--- config.mk ---
export PLATFORM = sky130hd
export DESIGN_NAME = hlap_div
export DESIGN_NICKNAME = d
export VERILOG_FILES = /design/src/hdl/hough_line_accumulator_peak_core_macros.svh /design/src/hdl/hlap_div.sv
export SDC_FILE = /design/constraint.sdc
export NUM_CORES = 1
export LEC_CHECK = 0
export ABC_AREA = 1
export BUFFER_PORTS_ARGS = -buffer_cell sky130_fd_sc_hd__buf_2
export CAP_MARGIN = 20
export CORE_MARGIN = 5
export CORE_UTILIZATION = 50
export CTS_CLUSTER_DIAMETER = 40
export DETAILED_ROUTE_END_ITERATION = 10
export PLACE_DENSITY = 0.76
export SKIP_CTS_REPAIR_TIMING = 1
export SKIP_LAST_GASP = 1
export SLEW_MARGIN = 40
export SYNTH_ARGS = -nofsm -noshare
export SYNTH_HDL_FRONTEND = slang
export SYNTH_SLANG_ARGS = --single-unit
export TNS_END_PERCENT = 30
--- constraint.sdc ---
create_clock -name i_clk -period 3.2 [get_ports i_clk]
set_input_delay 0.64 -clock i_clk [delete_from_list [all_inputs] [get_ports i_clk]]
set_output_delay 0.64 -clock i_clk [all_outputs]
set_load 0.05 [all_outputs]
--- src/hdl/hough_line_accumulator_peak_core_macros.svh ---
// Assertion helpers shared by the RTL.
`ifndef HOUGH_LINE_ACCUMULATOR_PEAK_CORE_MACROS_SVH
`define HOUGH_LINE_ACCUMULATOR_PEAK_CORE_MACROS_SVH

// Same-cycle implication, disabled while reset is low.
`define HLAP_ASSERT_NOW(label, clk, rst_n, ante, cons, msg) \
    label: assert property (@(posedge clk) disable iff (!(rst_n)) (ante) |-> (cons)) \
        else $error(msg);

// Next-cycle implication, disabled while reset is low.
`define HLAP_ASSERT_NEXT(label, clk, rst_n, ante, cons, msg) \
    label: assert property (@(posedge clk) disable iff (!(rst_n)) (ante) |=> (cons)) \
        else $error(msg);

`endif

--- src/hdl/hlap_div.sv ---
`timescale 1ns / 1ps
// Restoring divider, one quotient bit per cycle.
module hlap_div #(
    parameter int NUM_W = 24,
    parameter int DEN_W = 15
) (
    input  logic             i_clk,
    input  logic             i_rst_n,
    input  logic             i_start,
    input  logic [NUM_W-1:0] i_num,
    input  logic [DEN_W-1:0] i_den,
    output logic             o_done,
    output logic [NUM_W-1:0] o_quo
);
    localparam int CNT_W = $clog2(NUM_W + 1);

    logic [NUM_W-1:0] r_quo;
    logic [DEN_W:0]   r_rem;
    logic [DEN_W-1:0] r_den;
    logic [CNT_W-1:0] r_cnt;
    logic             r_busy;
    logic             r_done;
    logic [DEN_W:0]   rem_sh;
    logic             fits;

    assign rem_sh = {r_rem[DEN_W-1:0], r_quo[NUM_W-1]};
    assign fits   = (rem_sh >= {1'b0, r_den});

    always_ff @(posedge i_clk) begin
        if (!i_rst_n) begin
            r_busy <= 1'b0;
            r_done <= 1'b0;
            r_cnt  <= '0;
        end else begin
            r_done <= 1'b0;
            if (i_start) begin
                r_busy <= 1'b1;
                r_cnt  <= CNT_W'(NUM_W);
                r_quo  <= i_num;
                r_rem  <= '0;
                r_den  <= i_den;
            end else if (r_busy) begin
                r_rem  <= fits ? (rem_sh - {1'b0, r_den}) : rem_sh;
                r_quo  <= {r_quo[NUM_W-2:0], fits};
                r_cnt  <= r_cnt - 1'b1;
                if (r_cnt == CNT_W'(1)) begin
                    r_busy <= 1'b0;
                    r_done <= 1'b1;
                end
            end
        end
    end

    assign o_done = r_done;
    assign o_quo  = r_quo;
endmodule

# Yosys cells after proc, flatten, opt, wreduce, memory -nomap -nowiden
# Index checks and enable logic that the tools add are counted.
[op_classes]
add_sub_neg = 2
magnitude_cmp = 1
eq_ne = 1
n_mux = 10
bitwise = 2
reduce_logical = 5
[ops]
columns = ["operator", "n"]
rows = [
  ["$mux 24", 2],
  ["$mux 15", 2],
  ["$ge 16x15->1", 1],
  ["$sub 15x15->15", 1],
  ["$mux 5", 2],
  ["$eq 5x1->1 const B", 1],
  ["$sub 5x1->5 const B", 1],
  ["$mux 1", 4],
  ["$reduce_and 2->1", 2],
  ["$reduce_or 3->1", 1],
  ["$not 1->1", 2],
  ["$reduce_bool 2->1", 1],
  ["$reduce_or 2->1", 1],
]
[word_totals]
reg_bits = 61
input_bits = 42
output_inout_bits = 25
wordCells = 28

# Longest topological paths before layout
[logic_depth]
ltp_word = 4
depth_mapped = 14
ltp_nobuf = 14

# Least setup slack after synthesis
# Ideal clock, no wire load.
[synth_timing]
path_kind = "input-to-reg"
startpoint = "input port i_start"
endpoint = "register r_busy"
arrival_time_ns = 3.367
setup_slack_ns = -0.235
cell_stages = 5
n_path_buf = 1
path_cell_list = "clkbuf_1 > inv_1 > a21oi_1 > o21ai_0 > inv_1"
[synth_via]
elab_chain_len = 1
[synth_rtl]
columns = ["element", "line", "text"]
rows = [
  ["start: declaration", "hlap_div.sv:9", "input logic i_start,"],
  ["$mux 1", "hlap_div.sv:36", "if (i_start) begin"],
  ["end signal: assignment", "hlap_div.sv:31", "r_busy <= 1'b0;"],
  ["end signal: assignment", "hlap_div.sv:37", "r_busy <= 1'b1;"],
  ["end signal: assignment", "hlap_div.sv:47", "r_busy <= 1'b0;"],
  ["end: declaration", "hlap_div.sv:21", "logic r_busy;"],
]
# Every way passes these cells.
# A chain may end at the register's enable or synchronous reset.

# Worst setup path in the final report
[layout_timing]
startpoint = "register r_quo[23] (netlist: o_quo[23])"
endpoint = "register r_rem[5], data pin"
[layout_via]
elab_chain_len = 3
word_cells_on_any_way = 4
classes_between = "add/sub: 1; order compare: 1; mux: 2"
[layout_rtl]
columns = ["element", "line", "text"]
rows = [
  ["start: declaration", "hlap_div.sv:17", "logic [NUM_W-1:0] r_quo;"],
  ["start signal: assignment", "hlap_div.sv:39", "r_quo <= i_num;"],
  ["start signal: assignment", "hlap_div.sv:44", "r_quo <= {r_quo[NUM_W-2:0], fits};"],
  ["$sub 15x15->15 / $ge 16x15->1 (equally long branches)", "hlap_div.sv:43, hlap_div.sv:27", ""],
  ["$mux 15 (*)", "hlap_div.sv:43", "r_rem <= fits ? (rem_sh - {1'b0, r_den}) : rem_sh;"],
  ["$mux 15 (*)", "hlap_div.sv:42", "end else if (r_busy) begin"],
  ["end signal: assignment", "hlap_div.sv:43", ""],
  ["end: declaration", "hlap_div.sv:18", "logic [DEN_W:0] r_rem;"],
]
# Mark *: on every way between the ends. The rest lies on a longest branch, timed or not. The select of a mux whose other input is x is not followed.

==> run metrics <==
final setup vio count 0; skew final between 0.01 and 0.015 ns; DR iter-0 viols roughly 180; ranking of synthesized cells by area edfxtp_1 45%, nand2_1 17%, inv_1 7.0%; Seq/Total Area, Yosys 0.490; Crit Path Class register to register; row count 31; worst slack, placed between 0.7 and 0.8 ns; RSZ-0062 raised after global routing false; Synth Flop Type edfxtp_1; R2R Path End r_rem[5]$_SDFFCE_PP0P_; H-tree depth 3; Syn. warnings 0; Synth cell types 31; Tcrit/Tclk final 0.756; Clock transition at path regs about 0.08 ns; P_leak around 2.2 nW; Worst-Skew Late Latency 0.34 ns; worst setup margin about 0.78 ns; Mapped Area ~3600 um^2; Residual DRC 0; via density per instance just under 5; CP endpoint kind register; worst hold path depth 1; total global-route track usage 0.185; setup TNS 0 ns; routed wire length per instance about 12 um; Initial Utilization 0.504; Critical Path RT 3.30 ns; Worst-Margin Slew 0.735 ns; post-layout net count 569; reg2reg setup slack about 0.8 ns; Fillers 651; Commonest cells post-synth 166 x nand2_1, 67 x inv_1, 54 x edfxtp_1; top-count cell post-synth nand2_1; largest net degree at the start of global routing 37; area occupied by multi-input gates 1530 um^2; syn_area_per_cell 8.23 um^2; number of enable flip-flop cells after synthesis 54; Synth area leader edfxtp_1; post-synth top area share 0.451; vias in the first global route around 2.9k; Max VDD drop 0.000256 V; Slew Limit Headroom 0.510; Synth Register Bits between 60 and 70; HP Class input pin to register; post-route ant nets 0; data arrival time of the worst path between 2 and 3 ns; drt total wl roughly 7500 um; area delta synth->final 18.0%; DPL Wire Length roughly 5700 um; pwr dens roughly 530 nW/um^2; CTS Sinks ~60; Clock Tree Buf Depth 2; hold_sp i_den[10]; critical path peak fanout 19; grt ovf 0; CTS Buf Count 9; outcome complete, no violations; RR Startpoint o_quo[23]$_DFFE_PP_; reg2reg path depth 13; MaxCap Viol Count 0; Worst Hold End r_den[10]$_DFFE_PP_; ant diodes 0; first-pass GRT wire length about 13000 um; Slew Limit Fails 0; TritonCTS clock tree yes; Die Area about 9000 um^2; final RePlAce weighted congestion ~0.91; Net Count, Synth just under 500; async set-reset flop share out of synthesis 0; register area around 1800 um^2; die width 94.8 um; vias between 2k and 3k; IO Port Bufs 66; Die Y about 95 um; CP Launch Type register; first drt pass iteration count 4; Core Region between 7000 and 8000 um^2; Hold Vio Cnt, Final 0; I/O pin total 67; Synth Instances 437; ratio of cells with drive above 1 in the final layout 0.230; Fmax about 0.41 GHz; Period minus WS final about 2.4 ns; initial antenna violation count 0; root buf cell clkbuf_8
==> per-stage QoR <==
step	power [mW]	hold slack [ns]	utilization	area, um^2	std cells
after floorplan	1.45	0.452	-	3600	437
after global placement	1.57	0.461	0.568	4050	597
after detailed placement	1.59	0.493	0.568	4050	597
after CTS	2.26	0.456	0.595	4240	613
after global routing	2.38	0.444	0.595	4240	613
final	2.25	0.465	0.595	4240	613
==> worst max-delay path, stage by stage (launching register included) <==
cell,delay (ns)
edfxtp_1,0.36
inv_1,0.05
ha_1,0.22
fa_1,0.41
inv_1,0.11
nand2_1,0.05
nand2_1,0.11
nand3_2,0.09
nand3_2,0.08
nand2_2,0.06
nand2_4,0.24
inv_2,0.15
nor2_1,0.15
nor2_2,0.06
==> where the power goes <==
group,internal (mW),total (mW),switching (mW)
clock,0.360,0.678,0.318
combinational,0.197,0.588,0.390
sequential,0.948,0.981,0.0329
total,1.50,2.25,0.742
==> layer usage <==
metal / vias to the layer above / share of wire / global-route usage
li1: 1518 / - / -
met1: 1342 / 0.44 / 0.231
met2: 88 / 0.48 / 0.302
met3: 9 / 0.068 / 0.0510
met4: 0 / 0.012 / 0.0793
met5: - / 0 / 0
==> cells in the final DEF, fill, tap and decap left out, types with 4 or more instances in the layout <==
cell,count
nand2_1,166
inv_1,67
buf_2,66
edfxtp_1,54
nor2_1,35
nand3_1,19
ha_1,17
nor2_2,11
clkbuf_8,9
o21bai_2,8
dfxtp_1,7
xor2_1,6
a21oi_1,5
nand4_1,5
nand2_2,4
inv_2,4
==> cell families after synthesis <==
group                    after synthesis  share of synthesized area
buffers and inverters                 79                     0.0870
AO/OA/AOI/OAI                         21                     0.0463
AND/OR/NAND/NOR                      250                      0.293
flip-flops                            61                      0.490
XOR/XNOR                               8                     0.0195
adder cells (fa/ha/maj)               18                     0.0647
==> worst max path at each step <==
stage                                   start                     end  slack, ns  depth (start not counted)
after floorplan                       i_start      o_quo[0]$_DFFE_PP_       0.64                          3
after global placement    o_quo[23]$_DFFE_PP_  r_rem[8]$_SDFFCE_PP0P_       0.89                         13
after detailed placement  o_quo[23]$_DFFE_PP_  r_rem[5]$_SDFFCE_PP0P_       0.80                         13
after CTS                 o_quo[23]$_DFFE_PP_  r_rem[5]$_SDFFCE_PP0P_       0.78                         13
after global routing      o_quo[23]$_DFFE_PP_  r_rem[4]$_SDFFCE_PP0P_       0.61                         13
final                     o_quo[23]$_DFFE_PP_  r_rem[5]$_SDFFCE_PP0P_       0.78                         13
==> flip-flops by register name (all words and copies together), names as in the netlist <==
signal  count
o_quo      24
r_cnt       5
r_busy      1
o_done      1
r_rem      15
r_den      15
==> layout make-up <==
class / instances / area share
flip-flops and latches: 61 / 0.415
clock buffers: 10 / 0.0301
well taps: 99 / 0.0292
multi-input cells: 297 / 0.361
inverters: 71 / 0.0628
clock inverters: 6 / 0.0153
repair buffers: 69 / 0.0861
(Power assumes the default switching activity.)
